[src/design/pfr_pkg.sv]
// shared types and constants for the parallelogram fill rasterizer
// no dependencies
package pfr_pkg;
    typedef enum logic [1:0] {
        OCT_SHALLOW_UP   = 2'd0,
        OCT_SHALLOW_DOWN = 2'd1,
        OCT_STEEP_RIGHT  = 2'd2,
        OCT_STEEP_LEFT   = 2'd3
    } t_octant;
    localparam logic KIND_START = 1'b0;
    localparam logic KIND_STEP  = 1'b1;
endpackage

[src/design/pfr_front.sv]
// front end: registers items, orders a and b along the major axis and picks the partner corner
// no dependencies
module pfr_front #(
    parameter int CW = 12
) (
    input  logic                 i_clk,
    input  logic                 i_rst_n,
    input  logic                 i_valid,
    output logic                 o_ready,
    input  logic                 i_kind,
    input  logic signed [CW-1:0] i_ax,
    input  logic signed [CW-1:0] i_ay,
    input  logic signed [CW-1:0] i_bx,
    input  logic signed [CW-1:0] i_by,
    input  logic signed [CW-1:0] i_cx,
    input  logic signed [CW-1:0] i_cy,
    input  logic signed [CW-1:0] i_dx,
    input  logic signed [CW-1:0] i_dy,
    input  logic                 i_line_only,
    output logic                 o_valid,
    input  logic                 i_ready,
    output logic                 o_kind,
    output logic signed [CW-1:0] o_ax,
    output logic signed [CW-1:0] o_ay,
    output logic signed [CW-1:0] o_bx,
    output logic signed [CW-1:0] o_by,
    output logic signed [CW-1:0] o_px,
    output logic signed [CW-1:0] o_py,
    output logic                 o_line_only
);
    // queue of two entries between front and back
    logic                 r_k [2];
    logic                 r_l [2];
    logic signed [CW-1:0] r_c [2][6];
    logic                 r_wp, r_rp;
    logic [1:0]           r_cnt;
    logic signed [CW-1:0] w_ax, w_ay, w_bx, w_by;
    logic                 w_sw, w_push, w_pop;
    logic signed [CW:0]   w_ddx, w_ddy, w_adx, w_ady;

    // classify: decide whether a and b swap, pick partner
    always_comb begin
        w_ddx = {i_bx[CW-1], i_bx} - {i_ax[CW-1], i_ax};
        w_ddy = {i_by[CW-1], i_by} - {i_ay[CW-1], i_ay};
        w_adx = w_ddx[CW] ? -w_ddx : w_ddx;
        w_ady = w_ddy[CW] ? -w_ddy : w_ddy;
        if (w_ady <= w_adx) begin
            w_sw = i_ax > i_bx;
        end else begin
            w_sw = i_ay > i_by;
        end
        w_ax = w_sw ? i_bx : i_ax;
        w_ay = w_sw ? i_by : i_ay;
        w_bx = w_sw ? i_ax : i_bx;
        w_by = w_sw ? i_ay : i_by;
    end

    assign o_ready = (r_cnt != 2'd2);
    assign w_push  = i_valid && o_ready;
    assign w_pop   = o_valid && i_ready;
    assign o_valid = (r_cnt != 2'd0);
    assign o_kind  = r_k[r_rp];
    assign o_line_only = r_l[r_rp];
    assign o_ax = r_c[r_rp][0];
    assign o_ay = r_c[r_rp][1];
    assign o_bx = r_c[r_rp][2];
    assign o_by = r_c[r_rp][3];
    assign o_px = r_c[r_rp][4];
    assign o_py = r_c[r_rp][5];

    // queue pointers
    always_ff @(posedge i_clk) begin
        if (!i_rst_n) begin
            r_wp  <= 1'b0;
            r_rp  <= 1'b0;
            r_cnt <= 2'd0;
        end else begin
            if (w_push) r_wp <= ~r_wp;
            if (w_pop)  r_rp <= ~r_rp;
            r_cnt <= r_cnt + {1'b0, w_push} - {1'b0, w_pop};
        end
    end

    // queue payload
    always_ff @(posedge i_clk) begin
        if (w_push) begin
            r_k[r_wp]    <= i_kind;
            r_l[r_wp]    <= i_line_only;
            r_c[r_wp][0] <= w_ax;
            r_c[r_wp][1] <= w_ay;
            r_c[r_wp][2] <= w_bx;
            r_c[r_wp][3] <= w_by;
            r_c[r_wp][4] <= w_sw ? i_cx : i_dx;
            r_c[r_wp][5] <= w_sw ? i_cy : i_dy;
        end
    end
endmodule

[src/design/pfr_walk_init.sv]
// bresenham setup: octant, increments and end from two points (unordered)
// uses pfr_pkg
module pfr_walk_init #(
    parameter int CW = 12
) (
    input  logic signed [CW-1:0] i_x1,
    input  logic signed [CW-1:0] i_y1,
    input  logic signed [CW-1:0] i_x2,
    input  logic signed [CW-1:0] i_y2,
    output logic signed [CW-1:0] o_x,
    output logic signed [CW-1:0] o_y,
    output logic signed [CW+3:0] o_err,
    output logic signed [CW-1:0] o_end,
    output logic signed [CW+3:0] o_s,
    output logic signed [CW+3:0] o_t,
    output pfr_pkg::t_octant     o_oct
);
    logic signed [CW+3:0] w_dx, w_dy, w_adx, w_ady;
    logic                 w_neg, w_sh, w_sw;

    // octant class, swap so the major axis rises, then increments
    always_comb begin
        w_dx  = (CW+4)'(i_x2) - (CW+4)'(i_x1);
        w_dy  = (CW+4)'(i_y2) - (CW+4)'(i_y1);
        w_neg = w_dx[CW+3] != w_dy[CW+3];
        w_adx = w_dx[CW+3] ? -w_dx : w_dx;
        w_ady = w_dy[CW+3] ? -w_dy : w_dy;
        w_sh  = w_ady <= w_adx;
        o_oct = w_sh ? (w_neg ? pfr_pkg::OCT_SHALLOW_DOWN : pfr_pkg::OCT_SHALLOW_UP)
                     : (w_neg ? pfr_pkg::OCT_STEEP_LEFT : pfr_pkg::OCT_STEEP_RIGHT);
        w_sw  = w_sh ? (i_x1 > i_x2) : (i_y1 > i_y2);
        if (w_sw) begin
            w_dx = -w_dx;
            w_dy = -w_dy;
        end
        o_x = w_sw ? i_x2 : i_x1;
        o_y = w_sw ? i_y2 : i_y1;
        unique case (o_oct)
            pfr_pkg::OCT_SHALLOW_UP: begin
                o_s = w_dy <<< 1; o_t = (w_dy <<< 1) - (w_dx <<< 1);
                o_err = (w_dy <<< 1) - w_dx; o_end = w_sw ? i_x1 : i_x2;
            end
            pfr_pkg::OCT_SHALLOW_DOWN: begin
                o_s = (w_dx <<< 1) + (w_dy <<< 1); o_t = w_dy <<< 1;
                o_err = (w_dy <<< 1) + w_dx; o_end = w_sw ? i_x1 : i_x2;
            end
            pfr_pkg::OCT_STEEP_RIGHT: begin
                o_s = w_dx <<< 1; o_t = (w_dx <<< 1) - (w_dy <<< 1);
                o_err = (w_dx <<< 1) - w_dy; o_end = w_sw ? i_y1 : i_y2;
            end
            default: begin
                o_s = (w_dx <<< 1) + (w_dy <<< 1); o_t = w_dx <<< 1;
                o_err = (w_dx <<< 1) + w_dy; o_end = w_sw ? i_y1 : i_y2;
            end
        endcase
    end
endmodule

[src/design/pfr_back.sv]
// back end: edge and span bresenham walkers, output register stage
// uses pfr_pkg, pfr_walk_init
module pfr_back #(
    parameter int CW = 12
) (
    input  logic                 i_clk,
    input  logic                 i_rst_n,
    input  logic                 i_valid,
    output logic                 o_ready,
    input  logic                 i_kind,
    input  logic signed [CW-1:0] i_ax,
    input  logic signed [CW-1:0] i_ay,
    input  logic signed [CW-1:0] i_bx,
    input  logic signed [CW-1:0] i_by,
    input  logic signed [CW-1:0] i_px,
    input  logic signed [CW-1:0] i_py,
    input  logic                 i_line_only,
    output logic                 o_valid,
    input  logic                 i_ready,
    output logic signed [CW-1:0] o_pixel_x,
    output logic signed [CW-1:0] o_pixel_y,
    output logic                 o_last
);
    typedef struct packed {
        logic signed [CW-1:0] x;
        logic signed [CW-1:0] y;
        logic signed [CW+3:0] err;
        logic signed [CW-1:0] fin;
        logic signed [CW+3:0] s;
        logic signed [CW+3:0] t;
        pfr_pkg::t_octant     oct;
    } t_walk;

    t_walk                r_e, r_s, n_e, n_s, w_ei, w_si, w_en, w_sn;
    logic signed [CW-1:0] r_px, r_py, n_px, n_py;
    logic                 r_fill, r_act, n_fill, n_act;
    logic                 r_ov, r_last;
    logic signed [CW-1:0] r_ox, r_oy;
    logic                 w_acc, w_emit, w_edone, w_sdone, w_start;
    logic signed [CW-1:0] w_sx1, w_sy1, w_sx2, w_sy2, w_ex, w_ey, w_lx, w_ly;
    logic                 w_llast;

    // start setup for the edge
    pfr_walk_init #(.CW(CW)) u_einit (
        .i_x1(i_ax), .i_y1(i_ay), .i_x2(i_bx), .i_y2(i_by),
        .o_x(w_ei.x), .o_y(w_ei.y), .o_err(w_ei.err), .o_end(w_ei.fin),
        .o_s(w_ei.s), .o_t(w_ei.t), .o_oct(w_ei.oct)
    );

    // span setup shared by start and edge advance
    pfr_walk_init #(.CW(CW)) u_sinit (
        .i_x1(w_sx1), .i_y1(w_sy1), .i_x2(w_sx2), .i_y2(w_sy2),
        .o_x(w_si.x), .o_y(w_si.y), .o_err(w_si.err), .o_end(w_si.fin),
        .o_s(w_si.s), .o_t(w_si.t), .o_oct(w_si.oct)
    );

    function automatic t_walk f_next(input t_walk w);
        logic lo;
        lo = w.err[CW+3];
        f_next = w;
        unique case (w.oct)
            pfr_pkg::OCT_SHALLOW_UP: begin
                if (lo) f_next.err = w.err + w.s;
                else begin f_next.y = w.y + 1'b1; f_next.err = w.err + w.t; end
                f_next.x = w.x + 1'b1;
            end
            pfr_pkg::OCT_SHALLOW_DOWN: begin
                if (lo) begin f_next.y = w.y - 1'b1; f_next.err = w.err + w.s; end
                else f_next.err = w.err + w.t;
                f_next.x = w.x + 1'b1;
            end
            pfr_pkg::OCT_STEEP_RIGHT: begin
                if (lo) f_next.err = w.err + w.s;
                else begin f_next.x = w.x + 1'b1; f_next.err = w.err + w.t; end
                f_next.y = w.y + 1'b1;
            end
            default: begin
                if (lo) begin f_next.x = w.x - 1'b1; f_next.err = w.err + w.s; end
                else f_next.err = w.err + w.t;
                f_next.y = w.y + 1'b1;
            end
        endcase
    endfunction

    function automatic logic f_done(input t_walk w);
        f_done = ((w.oct == pfr_pkg::OCT_SHALLOW_UP || w.oct == pfr_pkg::OCT_SHALLOW_DOWN)
                  ? w.x : w.y) >= w.fin;
    endfunction

    // handshake and walker step
    assign o_ready = !r_ov || i_ready;
    assign w_acc   = i_valid && o_ready;
    assign w_start = w_acc && (i_kind == pfr_pkg::KIND_START);
    assign w_emit  = w_acc && (i_kind == pfr_pkg::KIND_STEP) && r_act;

    always_comb begin
        w_en    = f_next(r_e);
        w_sn    = f_next(r_s);
        w_edone = f_done(r_e);
        w_sdone = f_done(r_s);
        w_ex    = r_px + (w_en.x - r_e.x);
        w_ey    = r_py + (w_en.y - r_e.y);
        if (w_start) begin
            w_sx1 = w_ei.x; w_sy1 = w_ei.y; w_sx2 = i_px; w_sy2 = i_py;
        end else begin
            w_sx1 = w_en.x; w_sy1 = w_en.y; w_sx2 = w_ex; w_sy2 = w_ey;
        end
    end

    // next state
    always_comb begin
        n_e = r_e; n_s = r_s; n_px = r_px; n_py = r_py;
        n_fill = r_fill; n_act = r_act;
        w_lx = r_e.x; w_ly = r_e.y; w_llast = w_edone;
        if (w_start) begin
            n_e = w_ei; n_px = i_px; n_py = i_py;
            n_fill = !i_line_only; n_act = 1'b1;
            if (!i_line_only) n_s = w_si;
        end else if (w_emit) begin
            if (!r_fill) begin
                if (w_edone) n_act = 1'b0;
                else begin n_e = w_en; n_px = w_ex; n_py = w_ey; end
            end else begin
                w_lx = r_s.x; w_ly = r_s.y; w_llast = w_sdone && w_edone;
                if (!w_sdone) n_s = w_sn;
                else if (w_edone) n_act = 1'b0;
                else begin n_e = w_en; n_px = w_ex; n_py = w_ey; n_s = w_si; end
            end
        end
    end

    // state registers
    always_ff @(posedge i_clk) begin
        if (!i_rst_n) begin
            r_e <= '0; r_s <= '0; r_px <= '0; r_py <= '0;
            r_fill <= 1'b0; r_act <= 1'b0; r_ov <= 1'b0;
        end else begin
            r_e <= n_e; r_s <= n_s; r_px <= n_px; r_py <= n_py;
            r_fill <= n_fill; r_act <= n_act;
            if (w_emit) r_ov <= 1'b1;
            else if (i_ready) r_ov <= 1'b0;
        end
    end

    // output register
    always_ff @(posedge i_clk) begin
        if (w_emit) begin
            r_ox <= w_lx; r_oy <= w_ly; r_last <= w_llast;
        end
    end

    assign o_valid   = r_ov;
    assign o_pixel_x = r_ox;
    assign o_pixel_y = r_oy;
    assign o_last    = r_last;
endmodule

[src/design/parallelogram_fill_rasterizer_top.sv]
// Parallelogram fill rasterizer. A start item (kind 0) loads edge A-B, corners C/D
// and the mode and gives no pixel; each step item (kind 1) then gives one pixel
// until the pixel marked last. Steps while idle are dropped. A two-entry queue
// parts the classifying front from the walker; the walker takes one item per cycle
// while the output is not held by i_ready, set by one Bresenham add and compare.
// Depends on pfr_pkg, pfr_front, pfr_back.
module parallelogram_fill_rasterizer_top #(
    parameter int COORD_WIDTH = 12
) (
    input  logic                          i_clk,
    input  logic                          i_rst_n,
    input  logic                          i_valid,
    output logic                          o_ready,
    input  logic                          i_kind,
    input  logic signed [COORD_WIDTH-1:0] i_ax,
    input  logic signed [COORD_WIDTH-1:0] i_ay,
    input  logic signed [COORD_WIDTH-1:0] i_bx,
    input  logic signed [COORD_WIDTH-1:0] i_by,
    input  logic signed [COORD_WIDTH-1:0] i_cx,
    input  logic signed [COORD_WIDTH-1:0] i_cy,
    input  logic signed [COORD_WIDTH-1:0] i_dx_corner,
    input  logic signed [COORD_WIDTH-1:0] i_dy_corner,
    input  logic                          i_line_only,
    output logic                          o_valid,
    input  logic                          i_ready,
    output logic signed [COORD_WIDTH-1:0] o_pixel_x,
    output logic signed [COORD_WIDTH-1:0] o_pixel_y,
    output logic                          o_last
);
    logic                          w_qv, w_qr, w_qk, w_ql;
    logic signed [COORD_WIDTH-1:0] w_ax, w_ay, w_bx, w_by, w_px, w_py;

    // front: classify and queue
    pfr_front #(.CW(COORD_WIDTH)) u_front (
        .i_clk, .i_rst_n, .i_valid, .o_ready, .i_kind,
        .i_ax, .i_ay, .i_bx, .i_by, .i_cx, .i_cy,
        .i_dx(i_dx_corner), .i_dy(i_dy_corner), .i_line_only,
        .o_valid(w_qv), .i_ready(w_qr), .o_kind(w_qk),
        .o_ax(w_ax), .o_ay(w_ay), .o_bx(w_bx), .o_by(w_by),
        .o_px(w_px), .o_py(w_py), .o_line_only(w_ql)
    );

    // back: walk and emit
    pfr_back #(.CW(COORD_WIDTH)) u_back (
        .i_clk, .i_rst_n, .i_valid(w_qv), .o_ready(w_qr), .i_kind(w_qk),
        .i_ax(w_ax), .i_ay(w_ay), .i_bx(w_bx), .i_by(w_by),
        .i_px(w_px), .i_py(w_py), .i_line_only(w_ql),
        .o_valid, .i_ready, .o_pixel_x, .o_pixel_y, .o_last
    );
endmodule

[config.mk]
export PLATFORM = sky130hd
export DESIGN_NAME = parallelogram_fill_rasterizer_top
export DESIGN_NICKNAME = d
export VERILOG_FILES = /design/src/design/pfr_pkg.sv /design/src/design/pfr_front.sv /design/src/design/pfr_walk_init.sv /design/src/design/pfr_back.sv /design/src/design/parallelogram_fill_rasterizer_top.sv
export SDC_FILE = /design/constraint.sdc
export NUM_CORES = 2
export LEC_CHECK = 0
export BUFFER_PORTS_ARGS = -buffer_cell sky130_fd_sc_hd__buf_2
export CELL_PAD_IN_SITES_DETAIL_PLACEMENT = 1
export CELL_PAD_IN_SITES_GLOBAL_PLACEMENT = 1
export CORE_MARGIN = 10
export CORE_UTILIZATION = 53
export CTS_CLUSTER_SIZE = 8
export DETAILED_ROUTE_END_ITERATION = 16
export PLACE_DENSITY = 0.95
export SKIP_CTS_REPAIR_TIMING = 1
export SLEW_MARGIN = 10
export SYNTH_ARGS = -nofsm -noshare
export SYNTH_HDL_FRONTEND = slang
export SYNTH_SLANG_ARGS = --single-unit
[constraint.sdc]
create_clock -name i_clk -period 40.5 [get_ports i_clk]
set_clock_uncertainty 0.15 [all_clocks]
set_input_delay 4.05 -clock i_clk [delete_from_list [all_inputs] [get_ports i_clk]]
set_output_delay 4.05 -clock i_clk [all_outputs]
set_load 0.02 [all_outputs]
After elaboration in Yosys (flattened, before gate mapping)
Memory sizes are Yosys's and may differ from the RTL's. A register that Yosys moved wholly into a read port is not among the register bits.
Cells that the tools add are included.
{"block": "op_classes", "reduce_logical": 28, "add_sub_neg": 44, "n_bitwise": 3, "eq_ne": 18, "n_lt_le_gt_ge": 11, "mux": 101}
{"cell": "two-way mux 86 bit", "n": 11}
{"cell": "two-way mux 12 bit", "n": 44}
{"cell": "one-hot mux 40 bit (3 select lines)", "n": 2}
{"cell": "one-hot mux 16 bit (3 select lines)", "n": 4}
{"cell": "adder 16 bit", "n": 10}
{"cell": "two-way mux 16 bit", "n": 10}
{"cell": "subtractor 16 bit", "n": 8}
{"cell": "subtractor 12 x 12 -> 13 bit", "n": 6}
{"cell": "greater-than comparator 12 bit", "n": 6}
{"cell": "one-hot mux 16 bit (2 select lines)", "n": 2}
{"cell": "adder 12 x 1 -> 12 bit (second input constant)", "n": 4}
{"cell": "subtractor 12 x 1 -> 12 bit (second input constant)", "n": 4}
{"cell": "<= comparator 16 bit", "n": 2}
{"cell": "negation 13 -> 16 bit", "n": 2}
{"cell": "negation 16 bit", "n": 2}
{"cell": "two-way mux 13 bit", "n": 2}
{"cell": "negation 13 bit", "n": 2}
{"cell": "adder 12 bit", "n": 2}
{"cell": "greater-or-equal comparator 12 bit", "n": 2}
{"cell": "two-way mux 1 bit", "n": 24}
{"cell": "subtractor 12 bit", "n": 2}
{"cell": "<= comparator 13 bit", "n": 1}
{"cell": "AND reduction 6 bit", "n": 2}
{"cell": "nonzero test 2 bit", "n": 5}
{"cell": "20 further kinds", "n": 46}
{"block": "word_totals", "word_cells": 233, "in_bits": 102, "mem_count": 3, "reg_bits": 228, "out_inout_bits": 27, "ramBits": 148}
{"name": "u_front.r_c", "depth": 2, "width": 72, "read_ports": 1, "rd_clocked_by_memory_dff": 1, "write_ports": 1, "line_no": "pfr_front.sv:34", "text": "logic signed [CW-1:0] r_c [2][6];"}
{"name": "u_front.r_k", "depth": 2, "width": 1, "read_ports": 1, "rd_clocked_by_memory_dff": 1, "write_ports": 1, "line_no": "pfr_front.sv:32", "text": "logic r_k [2];"}
{"name": "u_front.r_l", "depth": 2, "width": 1, "read_ports": 1, "rd_clocked_by_memory_dff": 1, "write_ports": 1, "line_no": "pfr_front.sv:33", "text": "logic r_l [2];"}

Depth between registers and ports, before layout
{"block": "logic_depth", "word_depth": 20, "depth_mapped": 78, "mapped_depth_nobuf": 68}

By module
Synthesis repeated with hierarchy kept, for this count alone.
{"block": "hier_totals", "hier_cells": 5065, "hier_area_um2": 40641.5}
{"module": "pfr_back", "instances": 1, "seq_area_each_um2": 4734.5, "area_each_um2": 14767.9, "cells_each": 1842}
{"module": "pfr_walk_init (u_back.u_sinit)", "instances": 1, "seq_area_each_um2": 0.0, "area_each_um2": 8689.6, "cells_each": 1287}
{"module": "pfr_walk_init (u_back.u_einit)", "instances": 1, "seq_area_each_um2": 0.0, "area_each_um2": 8605.8, "cells_each": 1307}
{"module": "pfr_front", "instances": 1, "seq_area_each_um2": 4544.4, "area_each_um2": 8578.2, "cells_each": 629}

Worst setup path after synthesis
Ideal clock, no wire load.
{"block": "synth_timing", "kind": "register to register", "start": "reg (tool-made name)", "end": "reg u_back.r_s[61] (netlist bit)", "n_path_buf": 9, "arrival_ns": 15.055, "setup_time_ns": 0.058, "required_time_ns": 40.292, "period_less_slack_ns": 15.263, "stages_incl_launch_ff": 69, "path_slack_ns": 25.237, "cell_sequence": "dfxtp_1 > buf_2 > buf_1 > buf_1 > mux2_2 > ha_1 > fa_1 > nor2b_1 > o21ai_0 > a21boi_0 > o21a_1 > nor2_1 > xnor2_1 > or3_1 > or3_1 > or3_1 > nor3_1 > ha_1 > [... 33 more ...] > mux2_2 > ha_1 > fa_1 > a21o_1 > a21o_1 > a21oi_1 > o21bai_1 > a21o_1 > a21o_1 > a21o_1 > a21o_1 > a31o_2 > a31oi_1 > nor2_1 > nor2_1 > o22ai_1 > nor4b_1 > a211o_1"}
{"element": "end signal: assignment", "line_no": "pfr_back.sv:138", "text": "r_e <= n_e; r_s <= n_s; r_px <= n_px; r_py <= n_py;"}
{"element": "end: declaration", "line_no": "pfr_back.sv:34", "text": "t_walk r_e, r_s, n_e, n_s, w_ei, w_si, w_en, w_sn;"}

==> results.sh <==
export IMPL_outcome="finished, final reports clean"
export IMPL_synth_area_sq_um=38000
export IMPL_cp_max_fo=58
export IMPL_cts_tree="yes"
export IMPL_ys_ff_latch=373
export IMPL_areaGrowthSynthToFinish_pct=8.09
export IMPL_syn_avg_cell_area_sq_um=8.21
export IMPL_synth_common_cells="nor2_1 (427), ha_1 (426), a21oi_1 (389), nand2_1 (389), inv_1 (349)"
export IMPL_synth_edff_count=173
export IMPL_yosysTopAreaCell="ha_1"
export IMPL_drive_gt1_frac=0.101
export IMPL_initialDrtViolationCount=4131
export IMPL_rsz0062_at_grt="false"
export IMPL_yosysWarnings=0
export IMPL_crit_top_cell="o21ai_0"
export IMPL_antenna_found_initial=11
export IMPL_ios=129
export IMPL_clk_latency_ns=0.67
export IMPL_root_buffer="clkbuf_16"
export IMPL_postRouteAntennaNets=0
export IMPL_die_h_um=288
export IMPL_core_area_sq_um=71200
export IMPL_synth_top_cell_area_share=0.140
export IMPL_tightest_slew_ns=1.28
export IMPL_worst_path_buf_inv=6
export IMPL_die_area_sq_um=82800
export IMPL_first_pass_iters=6
export IMPL_max_cap_viol_count=0
export IMPL_viasPerCell=6.80
export IMPL_postSynthCellCount=4633
export IMPL_cp_arrival_ns=19.56
export IMPL_max_stage_delay_ns=0.82
export IMPL_critPathTopFamily="compound AO/OA/AOI/OAI gates"
export IMPL_crit_path_start_kind="flip-flop"
export IMPL_slew_viol_final=0
export IMPL_synth_distinct_cells=103
export IMPL_yosysMostFrequentCell="nor2_1"
export IMPL_num_vias=38300
export IMPL_wire_per_inst_um=28.1
export IMPL_nets=5210
export IMPL_port_buffers=128
export IMPL_grt_max_degree=80
export IMPL_setup_viol=0
export IMPL_gp_congestion=0.987
export IMPL_hold_path_class="reg2reg"
export IMPL_overflow=0
export IMPL_die_w_um=288
export IMPL_drc=0
export IMPL_grt_first_pass_wirelength_um=239000
export IMPL_critPathSlowestCell="o41ai_1"
export IMPL_cts_buffers=54
export IMPL_drt_wl_total_um=158000
export IMPL_rows=98
export IMPL_period_needed_ns=19.17
export IMPL_clock_path_buffers=3
export IMPL_gr_usage_all_layers=0.367
export IMPL_grt_pass1_vias=39300
export IMPL_critical_path_class="reg2reg"
export IMPL_synth_area_leaders="ha_1 (14%), edfxtp_1 (14%), dfxtp_1 (11%), xnor2_1 (5.6%), a21oi_1 (5.1%)"
export IMPL_cts_sinks=373
export IMPL_seq_area_frac_synth=0.242
export IMPL_tns_ns=0
export IMPL_clkTransAtPathRegs_ns=0.05
export IMPL_finalHoldViolCount=0
export IMPL_slew_limit_headroom=0.147
export IMPL_async_flop_share=0
export IMPL_dpl_hpwl_um=113000
export IMPL_clock_fmax_mhz=52.2
export IMPL_synth_main_ff_cell="dfxtp_1"
export IMPL_cp_end_kind="flip-flop"
export IMPL_fin_crit_sh=0.473
export IMPL_cts_htree_levels=2
export IMPL_worst_ep_required_time_ns=40.90
export IMPL_initial_utilization=0.534
==> layout make-up <==
cell class | instances | area, sq um
Sequential cell | 373 | 9200
Clock inverter | 6 | 96.3
Multi-Input combinational cell | 3671 | 26700
Fill cell | 8566 | 30100
Timing Repair Buffer | 186 | 1080
Antenna cell | 7 | 17.5
Inverter | 352 | 1320
Tap cell | 950 | 1190
Clock buffer | 86 | 1490
==> metrics by stage <==
stage                     cell area (sq um)  cells  hold WS (ns)  utilization  setup slack, ns
after floorplan                       38000   4634         0.272            -            25.24
after CTS                             41100   5624         0.296        0.577            21.92
after global placement                39500   5532         0.284        0.554            23.13
after global routing                  41100   5626         0.318        0.577            20.35
after detailed placement              39500   5532         0.288        0.554            22.38
final                                 41100   5631         0.299        0.577            21.33
==> cell families after synthesis <==
kind of cell | synth area share
AND/OR/NAND/NOR | 0.145
XOR/XNOR | 0.0791
buffers and inverters | 0.0591
adder cells (fa/ha/maj) | 0.163
AO/OA/AOI/OAI | 0.229
multiplexers | 0.0828
other | 0.0000986
flip-flops | 0.242
==> cells in the final DEF (no fill, tap or decap), types with 15 or more instances in the layout <==
cell	count
a211oi_1	154
a21boi_0	21
a21o_1	84
a21oi_1	389
a311oi_1	40
a31oi_1	38
and2_1	20
and3_1	24
buf_2	128
buf_4	58
clkbuf_1	30
clkbuf_16	54
dfxtp_1	199
edfxtp_1	173
fa_1	44
ha_1	426
inv_1	349
mux2_2	155
mux2i_1	134
nand2_1	388
nand2b_1	47
nand3_1	63
nand4_1	17
nor2_1	422
nor2b_1	37
nor3_1	75
o211ai_1	72
o21a_1	23
o21ai_0	270
o21bai_1	79
o22ai_1	15
o31ai_1	16
or3_1	39
xnor2_1	244
xor2_1	93
==> registers in the layout, indices dropped and copies added (netlist names), 2 cells and up, named ones only <==
signal / flops
u_front.r_c: 144
u_back.r_s: 84
u_front.r_k: 2
u_back.r_py: 12
u_back.o_pixel_y: 12
u_back.r_e: 84
u_front.r_cnt: 2
u_front.r_l: 2
u_back.r_px: 12
u_back.o_pixel_x: 12
==> path summary, 6_finish.rpt <==
path	start	endpoint	slack (ns)	cells past startpoint
worst max-delay path	flip-flop	u_back.r_s[61]	21.33	70
worst min register to register	u_back.r_s[56]	u_back.r_s[56]	0.30	2
worst max register to register	flip-flop	u_back.r_s[61]	21.33	70
worst min-delay path	u_back.r_s[56]	u_back.r_s[56]	0.30	2
==> worst min-delay path, cell delays in order (launching register included) <==
cell and delay, ns:
dfxtp_1 0.31, nand2_1 0.05, nand2_1 0.04
==> per-layer routing <==
layer  track usage  part of all wire  wire length (um)
met5             0           0.00025                40
met4         0.231             0.072             11300
met3        0.0937              0.10             16200
met2         0.593              0.45             71600
met1         0.432              0.37             59200
Power is left out: the tool's default activity adds up to more than one toggle a clock period on the data nets, which glitch-free logic cannot reach.
